===== src/rtl/ubtt_pkg.sv =====
`timescale 1ns / 1ps
// shared types, constants and helpers for the uart bit-timed transceiver
// no dependencies
package ubtt_pkg;

    localparam int TICK_WIDTH  = 16;
    localparam int CFG_WIDTH   = 16;
    localparam int CNT_WIDTH   = 4;
    localparam int FRAME_BITS  = 11;
    localparam int RX_BITS     = 9;
    localparam int DATA_WIDTH  = 8;
    localparam int RX_TIMER_W  = TICK_WIDTH + 1;
    localparam int CFG_IDX_W   = 2;

    localparam logic [CFG_IDX_W-1:0] CFG_BIT_PERIOD  = 2'd0;
    localparam logic [CFG_IDX_W-1:0] CFG_INVERT_RX   = 2'd1;
    localparam logic [CFG_IDX_W-1:0] CFG_INVERT_TX   = 2'd2;
    localparam logic [CFG_IDX_W-1:0] CFG_OPEN_DRAIN  = 2'd3;

    localparam logic [CFG_WIDTH-1:0]  BIT_PERIOD_RESET = 16'd434;
    localparam logic [TICK_WIDTH-1:0] MIN_PERIOD       = TICK_WIDTH'(2);
    localparam logic [FRAME_BITS-1:0] TX_IDLE_FRAME    = '1;

    typedef struct packed {
        logic [CFG_WIDTH-1:0] bit_period;
        logic                 invert_receive;
        logic                 invert_transmit;
        logic                 open_drain_transmit;
    } cfg_t;

    typedef struct packed {
        logic level;
        logic enable;
        logic busy;
    } tx_result_t;

    typedef struct packed {
        logic                  valid;
        logic [DATA_WIDTH-1:0] data;
    } rx_result_t;

    // bit period clipped to the tick width, with a floor of two ticks
    function automatic logic [TICK_WIDTH-1:0] eff_period(input logic [CFG_WIDTH-1:0] bp);
        logic [TICK_WIDTH-1:0] p;
        p = TICK_WIDTH'(bp);
        return (p < MIN_PERIOD) ? MIN_PERIOD : p;
    endfunction

endpackage


===== src/rtl/ubtt_tx.sv =====
`timescale 1ns / 1ps
// transmit frame shifter and bit timer, one tick per enabled cycle
// depends on ubtt_pkg
module ubtt_tx (
    input  logic                          clk,
    input  logic                          rst_n,
    input  logic                          step,
    input  ubtt_pkg::cfg_t                cfg,
    input  logic                          send_request,
    input  logic [ubtt_pkg::DATA_WIDTH-1:0] send_data,
    output ubtt_pkg::tx_result_t          result
);
    import ubtt_pkg::*;

    logic [FRAME_BITS-1:0] shift_reg, shift_next;
    logic [CNT_WIDTH-1:0]  bits_reg, bits_next;
    logic [TICK_WIDTH-1:0] timer_reg, timer_next;
    logic [TICK_WIDTH-1:0] period_m1;
    logic                  logic_bit;
    logic                  level;

    assign period_m1 = eff_period(cfg.bit_period) - TICK_WIDTH'(1);

    always_comb
    begin
        shift_next = shift_reg;
        bits_next  = bits_reg;
        timer_next = timer_reg;
        if (bits_reg != '0)
        begin
            if (timer_reg == '0)
            begin
                // shift in mark from the top
                shift_next = {1'b1, shift_reg[FRAME_BITS-1:1]};
                bits_next  = bits_reg - CNT_WIDTH'(1);
                timer_next = period_m1;
            end
            else
            begin
                timer_next = timer_reg - TICK_WIDTH'(1);
            end
        end
        if (bits_next == '0)
        begin
            shift_next = TX_IDLE_FRAME;
            if (send_request)
            begin
                // stop, data lsb first, start, idle mark in bit 0
                shift_next = {1'b1, send_data, 1'b0, 1'b1};
                bits_next  = CNT_WIDTH'(FRAME_BITS);
                timer_next = period_m1;
            end
        end
    end

    assign logic_bit = (bits_next != '0) ? shift_next[0] : 1'b1;
    assign level     = logic_bit ^ cfg.invert_transmit;

    always_comb
    begin
        result.busy = (bits_next != '0);
        if (cfg.open_drain_transmit)
        begin
            result.level  = 1'b0;
            result.enable = ~level;
        end
        else
        begin
            result.level  = level;
            result.enable = 1'b1;
        end
    end

    always_ff @(posedge clk or negedge rst_n)
    begin
        if (!rst_n)
        begin
            shift_reg <= TX_IDLE_FRAME;
            bits_reg  <= '0;
            timer_reg <= '0;
        end
        else if (step)
        begin
            shift_reg <= shift_next;
            bits_reg  <= bits_next;
            timer_reg <= timer_next;
        end
    end

endmodule


===== src/rtl/ubtt_rx.sv =====
`timescale 1ns / 1ps
// receive start-edge detect, mid-bit sampler and byte assembly
// depends on ubtt_pkg
module ubtt_rx (
    input  logic                 clk,
    input  logic                 rst_n,
    input  logic                 step,
    input  ubtt_pkg::cfg_t       cfg,
    input  logic                 rx_line,
    output ubtt_pkg::rx_result_t result
);
    import ubtt_pkg::*;

    logic [RX_BITS-1:0]    shift_reg, shift_next;
    logic [CNT_WIDTH-1:0]  bits_reg, bits_next;
    logic [RX_TIMER_W-1:0] timer_reg, timer_next;
    logic [TICK_WIDTH-1:0] period;

    assign period = eff_period(cfg.bit_period);

    always_comb
    begin
        shift_next   = shift_reg;
        bits_next    = bits_reg;
        timer_next   = timer_reg;
        result.valid = 1'b0;
        result.data  = '0;
        if (bits_reg == '0)
        begin
            if ((rx_line ^ cfg.invert_receive) == 1'b0)
            begin
                // start edge: first sample lands mid data bit 0
                bits_next  = CNT_WIDTH'(RX_BITS);
                timer_next = RX_TIMER_W'(period >> 1) + RX_TIMER_W'(period);
                shift_next = '0;
            end
        end
        else if (timer_reg == '0)
        begin
            shift_next = {rx_line, shift_reg[RX_BITS-1:1]};
            bits_next  = bits_reg - CNT_WIDTH'(1);
            timer_next = RX_TIMER_W'(period) - RX_TIMER_W'(1);
            if (bits_next == '0)
            begin
                result.valid = 1'b1;
                result.data  = shift_next[DATA_WIDTH-1:0]
                               ^ {DATA_WIDTH{cfg.invert_receive}};
            end
        end
        else
        begin
            timer_next = timer_reg - RX_TIMER_W'(1);
        end
    end

    always_ff @(posedge clk or negedge rst_n)
    begin
        if (!rst_n)
        begin
            shift_reg <= '0;
            bits_reg  <= '0;
            timer_reg <= '0;
        end
        else if (step)
        begin
            shift_reg <= shift_next;
            bits_reg  <= bits_next;
            timer_reg <= timer_next;
        end
    end

endmodule


===== src/rtl/uart_bit_timed_transceiver.sv =====
`timescale 1ns / 1ps
// uart 8n1 transceiver, one input beat per bit-timing tick
// path: from input accept to result beat through the input register, then the result register
// throughput: one beat per cycle while out_stall is low; the state update is one pass between the two registers
// reset: async active low; config returns to 434 ticks per bit, no inversion, push-pull,
// transmitter idle and receiver waiting for a start edge
// depends on ubtt_pkg, ubtt_tx, ubtt_rx
module uart_bit_timed_transceiver (
    input  logic                            clk,
    input  logic                            rst_n,
    input  logic                            cfg_we,
    input  logic [ubtt_pkg::CFG_IDX_W-1:0]  cfg_index,
    input  logic [ubtt_pkg::CFG_WIDTH-1:0]  cfg_data,
    input  logic                            in_valid,
    output logic                            in_stall,
    input  logic                            rx_line,
    input  logic                            send_request,
    input  logic [ubtt_pkg::DATA_WIDTH-1:0] send_data,
    output logic                            out_valid,
    input  logic                            out_stall,
    output logic                            tx_level,
    output logic                            tx_enable,
    output logic                            tx_busy,
    output logic                            rx_valid,
    output logic [ubtt_pkg::DATA_WIDTH-1:0] rx_data
);
    import ubtt_pkg::*;

    cfg_t                  cfg_reg;
    logic                  in_full_reg;
    logic                  rx_line_reg;
    logic                  send_request_reg;
    logic [DATA_WIDTH-1:0] send_data_reg;
    logic                  out_full_reg;
    logic                  out_load;
    logic                  step;
    logic                  in_load;
    tx_result_t            tx_res;
    rx_result_t            rx_res;

    // result register can take a beat when empty or being drained
    assign out_load = ~out_full_reg | ~out_stall;
    assign step     = in_full_reg & out_load;
    assign in_stall = in_full_reg & ~out_load;
    assign in_load  = in_valid & ~in_stall;

    always_ff @(posedge clk or negedge rst_n)
    begin
        if (!rst_n)
        begin
            cfg_reg.bit_period          <= BIT_PERIOD_RESET;
            cfg_reg.invert_receive      <= 1'b0;
            cfg_reg.invert_transmit     <= 1'b0;
            cfg_reg.open_drain_transmit <= 1'b0;
        end
        else if (cfg_we)
        begin
            case (cfg_index)
                CFG_BIT_PERIOD: cfg_reg.bit_period          <= cfg_data;
                CFG_INVERT_RX:  cfg_reg.invert_receive      <= cfg_data[0];
                CFG_INVERT_TX:  cfg_reg.invert_transmit     <= cfg_data[0];
                CFG_OPEN_DRAIN: cfg_reg.open_drain_transmit <= cfg_data[0];
                default:        ;
            endcase
        end
    end

    always_ff @(posedge clk or negedge rst_n)
    begin
        if (!rst_n)
        begin
            in_full_reg  <= 1'b0;
            out_full_reg <= 1'b0;
        end
        else
        begin
            if (in_load)
                in_full_reg <= 1'b1;
            else if (step)
                in_full_reg <= 1'b0;
            if (out_load)
                out_full_reg <= step;
        end
    end

    always_ff @(posedge clk)
    begin
        if (in_load)
        begin
            rx_line_reg      <= rx_line;
            send_request_reg <= send_request;
            send_data_reg    <= send_data;
        end
        if (step)
        begin
            tx_level  <= tx_res.level;
            tx_enable <= tx_res.enable;
            tx_busy   <= tx_res.busy;
            rx_valid  <= rx_res.valid;
            rx_data   <= rx_res.data;
        end
    end

    assign out_valid = out_full_reg;

    ubtt_tx u_tx (
        .clk          (clk),
        .rst_n        (rst_n),
        .step         (step),
        .cfg          (cfg_reg),
        .send_request (send_request_reg),
        .send_data    (send_data_reg),
        .result       (tx_res)
    );

    ubtt_rx u_rx (
        .clk     (clk),
        .rst_n   (rst_n),
        .step    (step),
        .cfg     (cfg_reg),
        .rx_line (rx_line_reg),
        .result  (rx_res)
    );

endmodule

===== config.mk =====
export PLATFORM = sky130hd
export DESIGN_NAME = uart_bit_timed_transceiver
export DESIGN_NICKNAME = d
export VERILOG_FILES = /design/src/rtl/ubtt_pkg.sv /design/src/rtl/ubtt_tx.sv /design/src/rtl/ubtt_rx.sv /design/src/rtl/uart_bit_timed_transceiver.sv
export SDC_FILE = /design/constraint.sdc
export NUM_CORES = 1
export LEC_CHECK = 0
export ABC_AREA = 1
export BUFFER_PORTS_ARGS = -buffer_cell sky130_fd_sc_hd__buf_2
export CORE_MARGIN = 4
export CORE_UTILIZATION = 60
export CTS_BUF_LIST = sky130_fd_sc_hd__clkbuf_8
export CTS_CLUSTER_DIAMETER = 150
export DETAILED_ROUTE_END_ITERATION = 10
export GPL_TIMING_DRIVEN = 0
export PLACE_DENSITY_LB_ADDON = 0.1
export REMOVE_ABC_BUFFERS = 1
export SLEW_MARGIN = 0
export SYNTH_ARGS = -nofsm -noshare
export SYNTH_HDL_FRONTEND = slang
export SYNTH_SLANG_ARGS = --single-unit

===== constraint.sdc =====
create_clock -name clk -period 4.7 [get_ports clk]
set_input_delay 0.705 -clock clk [delete_from_list [all_inputs] [get_ports clk]]
set_output_delay 0.705 -clock clk [all_outputs]
set_load 0.01 [all_outputs]

==> insert_results.sql <==
INSERT INTO impl_metrics (metric_group, metric, value, unit) VALUES
('logic_synthesis', 'ys_dominant_reg_cell', 'sky130_fd_sc_hd__dfrtp_1', ''),
('run_status', 'outcome', 'complete, no violations', ''),
('floorplanning', 'die_width', '118', 'um'),
('sta', 'worst-slew-pin-transition', '1170', 'ps'),
('sta', 'timing.clock.skew', '21.6', 'ps'),
('detailed_routing', 'dr.first_iter.drc_count', '624', ''),
('worst_setup_path', 'r2r-start', 'out_valid', ''),
('worst_setup_path', 'timing.reg2reg.setup_slack', '630', 'ps'),
('global_routing', 'largest_net_degree_at_the_start_of_global_routing', '57', ''),
('layout', 'multiInputGateArea', '3880', 'um2'),
('clocking', 'clock_insertion_delay_worst_skew', '390', 'ps'),
('worst_setup_path', 'worst-setup-path-type', 'in2reg', ''),
('floorplanning', 'core_area', '11600', 'um2'),
('clocking', 'cts_post_setup_buffers_inserted', '0', ''),
('job', 'max_cap_viol_count', '0', ''),
('worst_setup_path', 'worst_r2r_path_depth', '10', ''),
('detailed_routing', 'avgRoutedWirePerCell', '14.3', 'um'),
('global_routing', 'grt_use_total', '0.241', ''),
('min_path', 'worst_hold_path_type', 'in2async', ''),
('logic_synthesis', 'synth.ff_latch_count', '103', ''),
('place', 'place_ws', '-84.2', 'ps'),
('power_and_ir_drop', 'power-per-cell-area', '468', 'nW/um2'),
('global_routing', 'antenna_found_initial', '0', ''),
('power_and_ir_drop', 'power.static_leakage', '3.82', 'nW'),
('layout', 'areaGrowthSynthToFinish', '6.43', '%'),
('logic_synthesis', 'synth-edff-count', '22', ''),
('worst_setup_path', 'setup.worst_path.start_class', 'input pin', ''),
('detailed_routing', 'remaining_drcs', '0', ''),
('detailed_routing', 'vias_per_cell', '5.48', ''),
('layout', 'number_of_diodes_added_for_antenna_fixing', '0', ''),
('clocking', 'cts_max_path_buffers', '2', ''),
('global_routing', 'globalRouteOverflowTotal', '0', ''),
('sta', 'setup_repair_after_global_routing_missed_its_margin', 'false', ''),
('clocking', 'cts_made_buffers', '9', ''),
('floorplanning', 'rows', '39', ''),
('sta', 'hold_viol', '0', ''),
('floorplanning', 'dieArea', '13800', 'um2'),
('sta', 'max_freq', '243', 'MHz'),
('global_routing', 'grt_first_pass_wirelength', '27600', 'um'),
('detailed_routing', 'drt-pass1-iter-count', '6', ''),
('worst_setup_path', 'worstSetupEndpointType', 'register', ''),
('sta', 'layout_min_cycle_time', '4110', 'ps'),
('power_and_ir_drop', 'totalPowerFinal', '0.00359', 'W'),
('place', 'place.detailed.hpwl', '12100', 'um'),
('logic_synthesis', 'synthesis.area', '7210', 'um2'),
('clocking', 'reg_clk_slew_reported_paths', '120', 'ps'),
('detailed_routing', 'detailroute.via_count', '6248', ''),
('layout', 'layout_fillers', '1018', ''),
('floorplanning', 'dieHeight', '118', 'um'),
('clocking', 'cts_tree', 'done', ''),
('logic_synthesis', 'synth-seq-area-share', '0.375', ''),
('layout', 'drive_gt1_frac', '0.118', ''),
('sta', 'worst_slew_margin', '0.219', ''),
('worst_setup_path', 'worstPathRequired', '5010', 'ps'),
('power_and_ir_drop', 'ir_drop', '247', 'uV'),
('logic_synthesis', 'synthesis.area_per_instance', '7.45', 'um2'),
('place', 'buffer_ports.inserted', '46', ''),
('detailed_routing', 'totalWireLength', '16400', 'um'),
('sta', 'finalSetupViolCount', '0', ''),
('worst_setup_path', 'crit_arrival', '4420', 'ps'),
('logic_synthesis', 'postSynthCellCount', '969', ''),
('layout', 'largest_register_ff_count', '19', ''),
('clocking', 'cts_sink_cnt', '103', ''),
('sta', 'final.period_utilization', '0.874', ''),
('floorplanning', 'starting_utilization_of_the_core_area', '0.621', ''),
('worst_setup_path', 'rr_endpoint', 'u_rx.bits_reg[2]', ''),
('detailed_routing', 'count_of_antenna_violating_nets_left_after_detailed_routing', '0', ''),
('worst_setup_path', 'worstPathMaxFanout', '34', ''),
('logic_synthesis', 'synth-warning-count', '0', ''),
('global_routing', 'grt_pass1_vias', '5591', ''),
('sta', 'timing_max_transition_violations_final', '0', ''),
('clocking', 'clock_tree.htree_level_count', '3', ''),
('layout', 'nets', '1072', ''),
('clocking', 'clock-root-buffer', 'sky130_fd_sc_hd__clkbuf_8', ''),
('floorplanning', 'floorplan.io_pins', '47', ''),
('place', 'place.gp.congestion', '0.896', ''),
('logic_synthesis', 'asyncSetResetFlopFracSynth', '0.786', ''),
('layout', 'area.sequential', '2710', 'um2'),
('logic_synthesis', 'ys_types', '48', ''),
('sta', 'setup_slack', '591', 'ps');
[cells in the mapped netlist, types with 13 or more instances]
library cell               number  area (um2)
sky130_fd_sc_hd__dfstp_2       16         420
sky130_fd_sc_hd__nor2_1       104         390
sky130_fd_sc_hd__edfxtp_1      22         661
sky130_fd_sc_hd__nand2_1      246         923
sky130_fd_sc_hd__dfrtp_1       65        1630
sky130_fd_sc_hd__a21oi_1       53         265
sky130_fd_sc_hd__clkbuf_1      24        90.1
sky130_fd_sc_hd__o21ai_0       45         225
sky130_fd_sc_hd__xor2_1        24         210
sky130_fd_sc_hd__nand3_1       77         385
sky130_fd_sc_hd__ha_1          45         563
sky130_fd_sc_hd__inv_1        115         432
sky130_fd_sc_hd__xnor2_1       13         114
[how the worst max path moves through the flow]
stage / from / to / slack, ps
2_1_floorplan: out_stall / u_rx.bits_reg[2] / 1290
3_3_place_gp: out_stall / u_rx.bits_reg[2] / -70
3_5_place_dp: out_stall / u_rx.bits_reg[1] / -80
4_1_cts: out_stall / u_rx.bits_reg[2] / 340
5_1_grt: out_valid / u_rx.bits_reg[2] / 70
6_report: out_stall / u_rx.bits_reg[2] / 590
[metal layers]
layer,up-vias,GRT usage,share of wire
li1,3181,-,-
met1,2888,0.363,0.49
met2,160,0.364,0.44
met3,19,0.0303,0.054
met4,0,0.0725,0.014
met5,-,0,0
[worst max-delay path, cell delays in order]
cell	delay, ps
sky130_fd_sc_hd__buf_2	80
sky130_fd_sc_hd__nand2_1	100
sky130_fd_sc_hd__nand2_1	790
sky130_fd_sc_hd__clkinvlp_4	960
sky130_fd_sc_hd__nand2_1	630
sky130_fd_sc_hd__inv_2	310
sky130_fd_sc_hd__o21ai_0	350
sky130_fd_sc_hd__inv_2	190
sky130_fd_sc_hd__nand3_1	130
sky130_fd_sc_hd__nand2_1	60
sky130_fd_sc_hd__a21oi_1	120
[placed cells by master, fill, tap and decap left out, types with 2 or more instances in the layout]
| master | netlist | final |
|---|---|---|
| sky130_fd_sc_hd__clkbuf_8 | 0 | 9 |
| sky130_fd_sc_hd__buf_2 | 4 | 45 |
| sky130_fd_sc_hd__clkinv_4 | 0 | 2 |
| sky130_fd_sc_hd__o31ai_1 | 2 | 2 |
| sky130_fd_sc_hd__nand4_1 | 6 | 6 |
| sky130_fd_sc_hd__nand3b_1 | 2 | 2 |
| sky130_fd_sc_hd__edfxtp_1 | 22 | 22 |
| sky130_fd_sc_hd__nand3_2 | 3 | 3 |
| sky130_fd_sc_hd__a21oi_1 | 53 | 53 |
| sky130_fd_sc_hd__inv_6 | 0 | 2 |
| sky130_fd_sc_hd__o21ai_0 | 45 | 45 |
| sky130_fd_sc_hd__ha_1 | 45 | 45 |
| sky130_fd_sc_hd__nor2_4 | 4 | 4 |
| sky130_fd_sc_hd__o22ai_1 | 12 | 12 |
| sky130_fd_sc_hd__a21o_1 | 5 | 5 |
| sky130_fd_sc_hd__o21bai_1 | 2 | 2 |
| sky130_fd_sc_hd__nor2_1 | 104 | 104 |
| sky130_fd_sc_hd__a22oi_2 | 5 | 5 |
| sky130_fd_sc_hd__a31oi_1 | 9 | 9 |
| sky130_fd_sc_hd__dfrtp_1 | 65 | 65 |
| sky130_fd_sc_hd__or2_2 | 3 | 3 |
| sky130_fd_sc_hd__xor2_1 | 24 | 24 |
| sky130_fd_sc_hd__nor2_2 | 5 | 5 |
| sky130_fd_sc_hd__clkinv_2 | 1 | 2 |
| sky130_fd_sc_hd__o21ai_1 | 9 | 9 |
| sky130_fd_sc_hd__nor3_1 | 6 | 6 |
| sky130_fd_sc_hd__inv_2 | 5 | 5 |
| sky130_fd_sc_hd__o211ai_1 | 10 | 10 |
| sky130_fd_sc_hd__nand2_2 | 3 | 3 |
| sky130_fd_sc_hd__nand2_4 | 4 | 4 |
| sky130_fd_sc_hd__nand3_1 | 77 | 77 |
| sky130_fd_sc_hd__inv_1 | 115 | 114 |
| sky130_fd_sc_hd__dfstp_2 | 16 | 16 |
| sky130_fd_sc_hd__a21boi_0 | 2 | 2 |
| sky130_fd_sc_hd__xnor2_1 | 13 | 13 |
| sky130_fd_sc_hd__nand2_1 | 246 | 246 |
[metrics by stage]
step	hold slack [ps]	util	area (um2)	setup TNS [ps]	std cells
6_report	204	0.661	7680	0	1141
4_1_cts	207	0.661	7670	0	1141
2_1_floorplan	409	-	7040	0	935
5_1_grt	220	0.661	7680	0	1141
3_3_place_gp	460	0.642	7450	-110	1124
3_5_place_dp	467	0.644	7480	-157	1125
[repair_timing]
item / 4_1_cts / 5_1_grt
setup endpoints to repair: 0 / 10
hold buffers: 0 / 0
resized for setup: 0 / 1
[logic make-up (layout without fill, tap and decap cells)]
family,count (synthesis),after routing,share of synthesized area
and+or+nand+nor,466,466,0.278
AOI/OAI and AO/OA,160,160,0.132
buffers and inverters,156,185,0.0872
DFF,103,103,0.375
adders and majority gates,46,46,0.0808
xor gates and xnor gates,38,38,0.0472
[layout make-up]
cell class,count,area share
multi-input combinational,710,0.505
sequential,103,0.353
inverter,122,0.0603
timing repair buffer,47,0.0339
tap,143,0.0233
clock buffer,9,0.0161
clock inverter,7,0.00880
[report_power, final]
part	leakage [nW]	switching, W	internal (W)
Combinational	2.57	0.00101	0.000583
Clock	0.0989	0.000352	0.000206
Sequential	1.15	0.000219	0.00122
Total	3.82	0.00158	0.00201
Note: power is estimated with default switching activity, not from simulation.
